File: config.mk
export PLATFORM = sky130hd
export DESIGN_NAME = earliest_free_worker_scheduler
export DESIGN_NICKNAME = d
export VERILOG_FILES = /design/src/sv/efws_pkg.sv /design/src/sv/efws_cell.sv /design/src/sv/efws_min.sv /design/src/sv/earliest_free_worker_scheduler.sv
export SDC_FILE = /design/constraint.sdc
export NUM_CORES = 2
export LEC_CHECK = 0
export BUFFER_PORTS_ARGS = -buffer_cell sky130_fd_sc_hd__buf_2
export CAP_MARGIN = 20
export CORE_AREA = 4 4 237 332
export CTS_CLUSTER_DIAMETER = 200
export DETAILED_ROUTE_END_ITERATION = 8
export DIE_AREA = 0 0 241 336
export PLACE_DENSITY = 0.71
export RECOVER_POWER = 100
export SYNTH_ARGS = -nofsm -noshare
export SYNTH_HDL_FRONTEND = slang
export SYNTH_SLANG_ARGS = --single-unit
File: constraint.sdc
create_clock -name clk -period 5.3 [get_ports clk]
set_input_delay 0.795 -clock clk [delete_from_list [all_inputs] [get_ports clk]]
set_output_delay 0.795 -clock clk [all_outputs]
set_load 0.05 [all_outputs]
File: src/sv/efws_pkg.sv
// Shared types and constants for the earliest-free worker scheduler.
// No dependencies; every other file imports this package.
package efws_pkg;

  localparam int TIME_W  = 48;
  localparam int DUR_W   = 32;
  localparam int WIDX_W  = 4;
  localparam int CFG_W   = 5;
  localparam int MAX_IDX = 16;   // worker indices that WIDX_W bits can name

  typedef logic [TIME_W-1:0] time_t;
  typedef logic [DUR_W-1:0]  dur_t;
  typedef logic [WIDX_W-1:0] widx_t;
  typedef logic [CFG_W-1:0]  cfg_t;

  // controls broadcast to every cell of the ring
  typedef struct packed {
    logic shift;   // rotate ring one place toward cell 0
    logic clear;   // zero every free time
  } cell_ctl_t;

  localparam logic [1:0] ST_IDLE   = 2'd0;
  localparam logic [1:0] ST_SCAN   = 2'd1;
  localparam logic [1:0] ST_UPDATE = 2'd2;

endpackage

File: src/sv/efws_cell.sv
// One ring cell: holds the next-free time of one worker.
// Depends on efws_pkg.
module efws_cell (
  input  logic               clk,
  input  logic               rst_n,
  input  efws_pkg::cell_ctl_t ctl,
  input  efws_pkg::time_t    shift_in,
  input  logic               wr_en,
  input  efws_pkg::time_t    wr_data,
  output efws_pkg::time_t    value
);
  import efws_pkg::*;

  time_t value_r;
  time_t value_nxt;

  always_comb begin
    priority if (ctl.clear) begin
      value_nxt = '0;
    end else if (wr_en) begin
      value_nxt = wr_data;
    end else if (ctl.shift) begin
      value_nxt = shift_in;
    end else begin
      value_nxt = value_r;
    end
  end

  always_ff @(posedge clk) begin
    if (!rst_n) begin
      value_r <= '0;
    end else begin
      value_r <= value_nxt;
    end
  end

  assign value = value_r;

endmodule

File: src/sv/efws_min.sv
// Running-minimum tracker fed by the head of the ring, one worker per cycle.
// Depends on efws_pkg.
module efws_min (
  input  logic            clk,
  input  logic            first,     // first worker of a scan: load unconditionally
  input  logic            cand_en,   // candidate is an active worker
  input  efws_pkg::time_t cand_val,
  input  efws_pkg::widx_t cand_idx,
  output efws_pkg::time_t min_val,
  output efws_pkg::widx_t min_idx
);
  import efws_pkg::*;

  time_t min_val_r;
  time_t min_val_nxt;
  widx_t min_idx_r;
  widx_t min_idx_nxt;

  always_comb begin
    min_val_nxt = min_val_r;
    min_idx_nxt = min_idx_r;
    // strict compare keeps the lower index on a tie
    if (first || (cand_en && (cand_val < min_val_r))) begin
      min_val_nxt = cand_val;
      min_idx_nxt = cand_idx;
    end
  end

  always_ff @(posedge clk) begin
    min_val_r <= min_val_nxt;
    min_idx_r <= min_idx_nxt;
  end

  assign min_val = min_val_r;
  assign min_idx = min_idx_r;

endmodule

File: src/sv/earliest_free_worker_scheduler.sv
// Earliest-free worker scheduler: top level with ring control and result register.
// Depends on efws_pkg, efws_cell and efws_min.
//
// Each job duration word is assigned to the active worker with the smallest
// next-free time (lowest index on a tie); the result word carries that worker
// and the job's start time, and the worker's free time then advances by the
// duration, saturating at 2^48-1. Free times live in a ring of NUM_WORKERS
// cells that rotates one place per cycle while scanning, past a single
// 48-bit comparator; a scan visits every cell, then an update writes the
// winner's free time and the result, waiting while the previous result is
// still unread. A job is taken only in idle, not before the last one is
// written to the result register. The next job is taken as soon as the
// block returns to idle, while the previous result may still wait on the output.
// Only workers 0 .. active_workers-1 compete; a count of 0 acts as 1 and
// counts above 16 (or above NUM_WORKERS, if fewer) act as that limit. Any
// configuration write clears all free times.
module earliest_free_worker_scheduler #(
  parameter int NUM_WORKERS = 16
) (
  input  logic        clk,
  input  logic        rst_n,
  // config: [4:0] active_workers
  input  logic        cfg_valid,
  output logic        cfg_ready,
  input  logic [7:0]  cfg_tdata,
  // in: [31:0] job_duration
  input  logic        in_tvalid,
  output logic        in_tready,
  input  logic [31:0] in_tdata,
  // out: [3:0] worker_index, [51:4] start_time, [55:52] zero
  output logic        out_tvalid,
  input  logic        out_tready,
  output logic [55:0] out_tdata
);
  import efws_pkg::*;

  localparam int CNT_W = (NUM_WORKERS > 1) ? $clog2(NUM_WORKERS) : 1;
  localparam logic [CNT_W-1:0] LAST_CNT = CNT_W'(NUM_WORKERS - 1);

  logic [1:0]       state_r, state_nxt;
  logic [CNT_W-1:0] cnt_r, cnt_nxt;
  cfg_t             active_r;
  dur_t             dur_r;
  logic             out_valid_r;
  time_t            out_start_r;
  widx_t            out_idx_r;

  cell_ctl_t        ctl;
  time_t            cell_val [NUM_WORKERS];
  logic             do_update;
  cfg_t             lim;
  logic             cand_en;
  time_t            min_val;
  widx_t            min_idx;
  logic [TIME_W:0]  sum;
  time_t            next_time;

  logic in_acc, out_acc, cfg_acc;

  assign cfg_ready = 1'b1;
  assign cfg_acc   = cfg_valid & cfg_ready;
  assign in_tready = (state_r == ST_IDLE);
  assign in_acc    = in_tvalid & in_tready;
  assign out_acc   = out_valid_r & out_tready;

  // update state with the result register free this cycle
  assign do_update = (state_r == ST_UPDATE) && (!out_valid_r || out_tready);

  always_comb begin
    lim = active_r;
    if (active_r == '0) begin
      lim = CFG_W'(1);
    end else if (active_r > CFG_W'(MAX_IDX)) begin
      lim = CFG_W'(MAX_IDX);
    end
  end

  assign cand_en   = (32'(cnt_r) < 32'(lim));
  assign ctl.shift = (state_r == ST_SCAN);
  assign ctl.clear = cfg_acc;

  always_comb begin
    state_nxt = state_r;
    cnt_nxt   = cnt_r;
    unique case (state_r)
      ST_IDLE: begin
        if (in_acc) begin
          state_nxt = ST_SCAN;
          cnt_nxt   = '0;
        end
      end
      ST_SCAN: begin
        cnt_nxt = cnt_r + CNT_W'(1);
        if (cnt_r == LAST_CNT) begin
          state_nxt = ST_UPDATE;
        end
      end
      ST_UPDATE: begin
        if (do_update) begin
          state_nxt = ST_IDLE;
        end
      end
      default: begin
        state_nxt = ST_IDLE;
      end
    endcase
  end

  always_ff @(posedge clk) begin
    if (!rst_n) begin
      state_r     <= ST_IDLE;
      cnt_r       <= '0;
      active_r    <= CFG_W'(16);
      out_valid_r <= 1'b0;
    end else begin
      state_r <= state_nxt;
      cnt_r   <= cnt_nxt;
      if (cfg_acc) begin
        active_r <= cfg_tdata[CFG_W-1:0];
      end
      if (do_update) begin
        out_valid_r <= 1'b1;
      end else if (out_acc) begin
        out_valid_r <= 1'b0;
      end
    end
  end

  always_ff @(posedge clk) begin
    if (in_acc) begin
      dur_r <= in_tdata;
    end
    if (do_update) begin
      out_start_r <= min_val;
      out_idx_r   <= min_idx;
    end
  end

  // saturating advance of the winner's free time
  assign sum       = {1'b0, min_val} + {{(TIME_W + 1 - DUR_W){1'b0}}, dur_r};
  assign next_time = sum[TIME_W] ? '1 : sum[TIME_W-1:0];

  // ring: cell i takes cell i+1; cell 0 is the head seen by the comparator
  for (genvar i = 0; i < NUM_WORKERS; i++) begin : g_cell
    localparam bit CAN_WIN = (i < MAX_IDX);
    logic wr_en;
    assign wr_en = do_update && CAN_WIN && (min_idx == WIDX_W'(i));
    efws_cell u_cell (
      .clk      (clk),
      .rst_n    (rst_n),
      .ctl      (ctl),
      .shift_in (cell_val[(i + 1) % NUM_WORKERS]),
      .wr_en    (wr_en),
      .wr_data  (next_time),
      .value    (cell_val[i])
    );
  end

  efws_min u_min (
    .clk      (clk),
    .first    ((state_r == ST_SCAN) && (cnt_r == '0)),
    .cand_en  ((state_r == ST_SCAN) && cand_en),
    .cand_val (cell_val[0]),
    .cand_idx (WIDX_W'(cnt_r)),
    .min_val  (min_val),
    .min_idx  (min_idx)
  );

  assign out_tvalid = out_valid_r;
  assign out_tdata  = {4'b0000, out_start_r, out_idx_r};

endmodule

[After elaboration in Yosys (flattened, before gate mapping)]
Index checks and enable logic that the tools add are counted.
Cells by class
  bitwise operators: 3
  reductions and logical operators: 48
  multiplexer cells: 43
  $add $sub $neg: 2
  eq/ne operators: 21
  order comparisons: 3
Operator list (number)
  two-way mux 48 bit: 33
  adder 48 x 32 -> 49 bit: 1
  less-than comparator 48 bit: 1
  equality test 4 bit, second input constant: 9
  nonzero test 2 bit: 18
  logical AND 1 bit: 20
  equality test 4 x 3 -> 1 bit, second input constant: 4
  two-way mux 5 bit: 2
  equality test 4 x 2 -> 1 bit, second input constant: 2
  zero test 4 bit: 2
  one-hot mux 4 bit (2 select lines): 1
  two-way mux 2 bit: 3
  one-hot mux 2 bit (3 select lines): 1
  > comparator 5 bit, second input constant: 1
  zero test 5 bit: 1
  less-than comparator 4 x 5 -> 1 bit: 1
  adder 4 x 1 -> 4 bit, second input constant: 1
  equality test 4 x 1 -> 1 bit, second input constant: 1
  two-way mux 4 bit: 1
  inequality test 2 x 1 -> 1 bit, second input constant: 2
  AND reduction 3 bit: 1
  bitwise AND 1 bit: 2
  equality test 2 x 1 -> 1 bit, second input constant: 1
  equality test 2 bit, second input constant: 1
  other kinds (8): 10
Word-level totals
  logic and storage cells: 145
  flip-flop bits (word level): 916
  output and inout port bits: 59
  input port bits: 45

[Longest topological paths before layout]
  depth after elaboration: 7
  gate-level depth with buffers: 13
  mapped depth without buffers: 10

[Cells and area by module]
A second synthesis with hierarchy kept.
Unflattened totals
  cell total of the unflattened synthesis: 4212
  area total of the unflattened synthesis: 44676.6 µm²
Modules (own cells, without submodules)
  efws_cell: cells an instance 215, instances 16, sequential area each 960.9 µm², area an instance 2260.9 µm²
  earliest_free_worker_scheduler: cells an instance 547, instances 1, sequential area each 2762.6 µm², area an instance 5713.0 µm²
  efws_min: cells an instance 225, instances 1, sequential area each 1561.5 µm², area an instance 2788.9 µm²

[Worst setup path after synthesis]
OpenSTA, ideal clock, no wires.
  path kind: flip-flop to flip-flop
  start point: register u_min.min_val_r[47] (netlist: u_min.min_val[47])
  end point: register u_min.min_idx_r[0] (netlist: u_min.min_idx[0]) (enable)
  buffers on the path: 1
  clock period less this slack: 4.880 ns
  stages on the path, launching flop included: 11
  data required time: 4.821 ns
  setup time: 0.479 ns
  arrival: 4.401 ns
  setup slack: 0.420 ns
  cells stage by stage: edfxtp_1 inv_1 clkbuf_1 ha_1 nand4_1 nor3_1 nor3_1 o211ai_1 a221oi_1 a21oi_1 a21oi_1
On the way
  cells in the longest elaborated chain, start to end: 3
RTL lines
  start: declaration: line efws_min.sv:14  | time_t min_val_r;
  start signal: assignment: line efws_min.sv:30  | min_val_r <= min_val_nxt;
  less-than comparator 48 bit: line efws_min.sv:23  | if (first || (cand_en && (cand_val < min_val_r))) begin
  logical AND 1 bit: line efws_min.sv:23
  logical OR 1 bit: line efws_min.sv:23
  end signal: assignment: line efws_min.sv:31  | min_idx_r <= min_idx_nxt;
  end: declaration: line efws_min.sv:16  | widx_t min_idx_r;
Every way passes these cells.
A chain may end at the register's enable or synchronous reset.

[Worst setup path after layout]
  start point: register u_min.min_val_r[0] (netlist: u_min.min_val[0])
  end point: register g_cell[5].u_cell.value_r[28]
On the way
  cells in the longest elaborated chain, start to end: 3
RTL lines
  adder 48 x 32 -> 49 bit: line earliest_free_worker_scheduler.sv:140  | assign sum = {1'b0, min_val} + {{(TIME_W + 1 - DUR_W){1'b0}}, dur_r};
  two-way mux 48 bit: line earliest_free_worker_scheduler.sv:141  | assign next_time = sum[TIME_W] ? '1 : sum[TIME_W-1:0];
  two-way mux 48 bit: line efws_cell.sv:20  | end else if (wr_en) begin
  end signal: assignment: line efws_cell.sv:33  | value_r <= value_nxt;
  end: declaration: line efws_cell.sv:14  | time_t value_r;
Every way passes these cells.

==> impl_metrics.py <==
metrics = {
    "timing": {
        "hold_viol": 0,
        "worst_slew_pin_slew_ps": 3100,
        "fin_crit_ps": 4580,
        "finalSetupViolations": 0,
        "maxSlewViolCount": 100,
        "timing.fmax_ghz": 0.218,
        "fin_crit_sh_pct": 86.5,
        "skew_ps": 36.4,
        "setup_tns_ps": 0,
        "max_slew_margin_pct": -107,
        "rsz0062_at_grt": "no",
    },
    "cts": {
        "cts-root-buf": "clkbuf_16",
        "cts_buffers": 90,
        "postCtsResizedCells": 0,
        "clockBufferDepth": 3,
        "ctsHoldBuffers": 0,
        "clock_sinks": 916,
        "clk_latency_ps": 670,
        "htreeDepth": 3,
        "post_cts_buffers": 0,
        "clkTransAtPathRegs_ps": 60,
        "cts_tree": "done",
    },
    "drt": {
        "drt-initial-drc-count": 4212,
        "final_antenna_net_count": 0,
        "vias_per_cell": 6.38,
        "wl_per_cell_um": 23.6,
        "drc": 0,
        "vias": 37900,
        "wl_um": 140000,
        "drtPass1Iterations": 6,
    },
    "yosys": {
        "postSynthCellCount": 5042,
        "synth_fa_ha_area_share_pct": 2.59,
        "synth-seq-cells": 916,
        "synth_compound_area_share_pct": 21.9,
        "synth_cell_types": 89,
        "synth_top_cell_area_share_pct": 37.7,
        "synth_simple_gate_area_share_pct": 21.5,
        "synth_xor_xnor_area_share_pct": 0.502,
        "synth-edff-count": 136,
        "syn_area_um2": 41400,
        "synth_top_family_by_area": "compound AO/OA/AOI/OAI gates",
        "synth_area_leader_cell": "dfxtp_1",
        "syn_avg_cell_area_um2": 8.21,
        "yosys-top-cells-area": "dfxtp_1, nand2_1, edfxtp_1, a21oi_1, a22oi_1",
        "ys_async_sr_fraction_pct": 0,
        "synthFlopType": "dfxtp_1",
        "synthMuxAreaShare_pct": 0.913,
        "ys_seq_area_share_pct": 47.6,
        "yosysWarnings": 0,
    },
    "final_layout": {
        "synthToLayoutAreaGrowth_pct": 9.23,
        "finish.utilization_pct": 59.5,
        "design_area_um2": 45200,
        "final_common_cell": "nand2_1",
        "drive_above_1_share_pct": 6.90,
        "fill_cells": 6840,
        "layout.nets": 5024,
        "stdcell_count": 5947,
        "final_cell_mix": "nand2_1, dfxtp_1, a21oi_1, a22oi_1, nand3_1",
    },
    "place": {
        "portBuffers": 95,
        "place_hpwl_um": 88000,
        "dpl.cell_count": 5778,
        "placed_area_um2": 42500,
        "place.gp.congestion": 0.922,
    },
    "floorplanning": {
        "ios": 104,
        "die_w_um": 241,
        "die_area_um2": 81000,
        "core_area_um2": 76000,
        "start_util_pct": 54.5,
        "die_h_um": 336,
        "row_count": 120,
    },
    "power": {
        "intPower_uw": 11200,
        "netSwitchingPower_uw": 4350,
        "p_seq_share_pct": 46.3,
        "pwr-share-clk_pct": 42.3,
        "irDropWorstVdd_mv": 0.252,
        "power.leakage_uw": 0.0157,
        "p_comb_share_pct": 11.4,
        "switching_share_pct": 28.0,
        "powerDensity_nw_per_um2": 344,
    },
    "grt": {
        "antenna_found_initial": 1,
        "grt_remaining_overflow": 0,
        "grt_pass1_wl_um": 214000,
        "grt_max_degree": 183,
        "grt_use_total_pct": 33.7,
        "first_global_vias": 36000,
    },
    "status": {
        "status": "finished, violations left",
        "violations": "capacitance limit, slew limit",
    },
    "setup_path": {
        "cp_cell_sequence": "ha_1 -> fa_1 -> a211oi_1 -> o21ai_0 -> o31ai_1 -> o21ai_0 -> o32ai_1 -> xnor2_1 -> nor2_1 -> clkbuf_1 -> a21oi_1",
        "critPathMaxFanout": 15,
        "critPathSlowestCell": "o31ai_1",
        "cp-end-kind": "flip-flop",
        "start_kind": "flip-flop",
        "cpMostUsedCell": "o21ai_0",
        "critPathMaxStageDelay_ps": 630,
        "path_class": "reg2reg",
        "cp.required_ps": 5780,
        "crit_arrival_ps": 5070,
    },
    "worst_hold_path": {
        "hp-class": "in2reg",
    },
    "flow_run": {
        "cap_violations": 3,
    },
}
metrics by stage:
stage / hold slack (ps) / worst slack, ps / power, uW
floorplan: 421 / 420 / 8460
global placement: 462 / 1180 / 9120
detailed placement: 468 / 1130 / 9120
CTS: 293 / 1120 / 15600
global route: 311 / 432 / 16000
finish: 322 / 715 / 15500
power by group through the flow:
| stage | clock network (uW) | registers (uW) | logic (uW) |
|---|---|---|---|
| after floorplan | 0 | 7310 | 1150 |
| after global placement | 0 | 7350 | 1770 |
| after detailed placement | 0 | 7350 | 1770 |
| after CTS | 6620 | 7200 | 1770 |
| after global routing | 6920 | 7200 | 1870 |
| final | 6570 | 7200 | 1770 |
metal layers:
layer / part of all wire [%] / GRT usage, %
met3: 7.6 / 5.20
met5: 0 / 0
met1: 37 / 39.9
met4: 7.7 / 22.7
met2: 48 / 56.2
final timing paths:
| check | start | endpoint | slack [ps] | cells past startpoint |
|---|---|---|---|---|
| worst max-delay path | u_min.min_val[0]$_DFFE_PP_ | g_cell[5].u_cell.value[28]$_SDFFE_PP0P_ | 720 | 11 |
| worst min-delay path | in_tdata[17] | dur_r[17]$_DFFE_PP_ | 320 | 1 |
| worst max register to register | u_min.min_val[0]$_DFFE_PP_ | g_cell[5].u_cell.value[28]$_SDFFE_PP0P_ | 720 | 11 |
| worst min register to register | g_cell[6].u_cell.value[7]$_SDFFE_PP0P_ | g_cell[5].u_cell.value[7]$_SDFFE_PP0P_ | 470 | 2 |
cell type report:
class,count,area (um2),share of cell area (%)
multi-input combinational,3623,19700,43.7
sequential,916,19700,43.6
clock inverter,32,309,0.684
timing repair buffer,207,1320,2.91
antenna,1,2.50,0.00554
inverter,56,210,0.465
clock buffer,136,2700,5.97
tap,976,1220,2.70
sequential cells by signal (all words and copies together), names as in the netlist:
register	flops
state_r	2
u_min.min_val	48
dur_r	32
u_min.min_idx	4
out_tvalid	1
active_r	5
cnt_r	4
g_cell.u_cell.value	768
out_idx_r	4
out_start_r	48
kinds of logic (layout without fill, tap and decap cells):
| group | count (synthesis) | in the layout |
|---|---|---|
| simple gates | 2127 | 2127 |
| compound gates | 1347 | 1347 |
| flops | 916 | 916 |
| buf+inv | 506 | 431 |
| fa+ha+maj | 85 | 85 |
| mux | 37 | 37 |
| xor+xnor | 22 | 22 |
| other cells | 2 | 6 |
synthesized netlist by cell type (12+ instances only):
cell type,instances
nand2_1,1392
o21ai_0,83
nor2_1,261
a311oi_1,151
nor3_1,21
nor2b_1,13
buf_2,53
a22oi_1,304
and3_1,88
a21o_1,24
a21oi_1,460
and2_1,17
mux2i_1,33
a211oi_1,91
nand3_1,256
inv_1,55
xnor2_1,12
o31ai_1,14
ha_1,84
o21a_1,32
buf_4,13
edfxtp_1,136
o22ai_1,60
nand4_1,21
dfxtp_1,780
clkbuf_1,371
a31oi_1,25
critical path, delay by kind of cell, from the launching register on:
family / cells / cell delay (ps)
DFF: 1 / 420
buffers and inverters: 1 / 630
and+or+nand+nor: 1 / 160
AOI/OAI and AO/OA: 6 / 2190
adders and majority gates: 2 / 700
xor gates and xnor gates: 1 / 310
No activity file was read; power rests on OpenSTA's default activity.
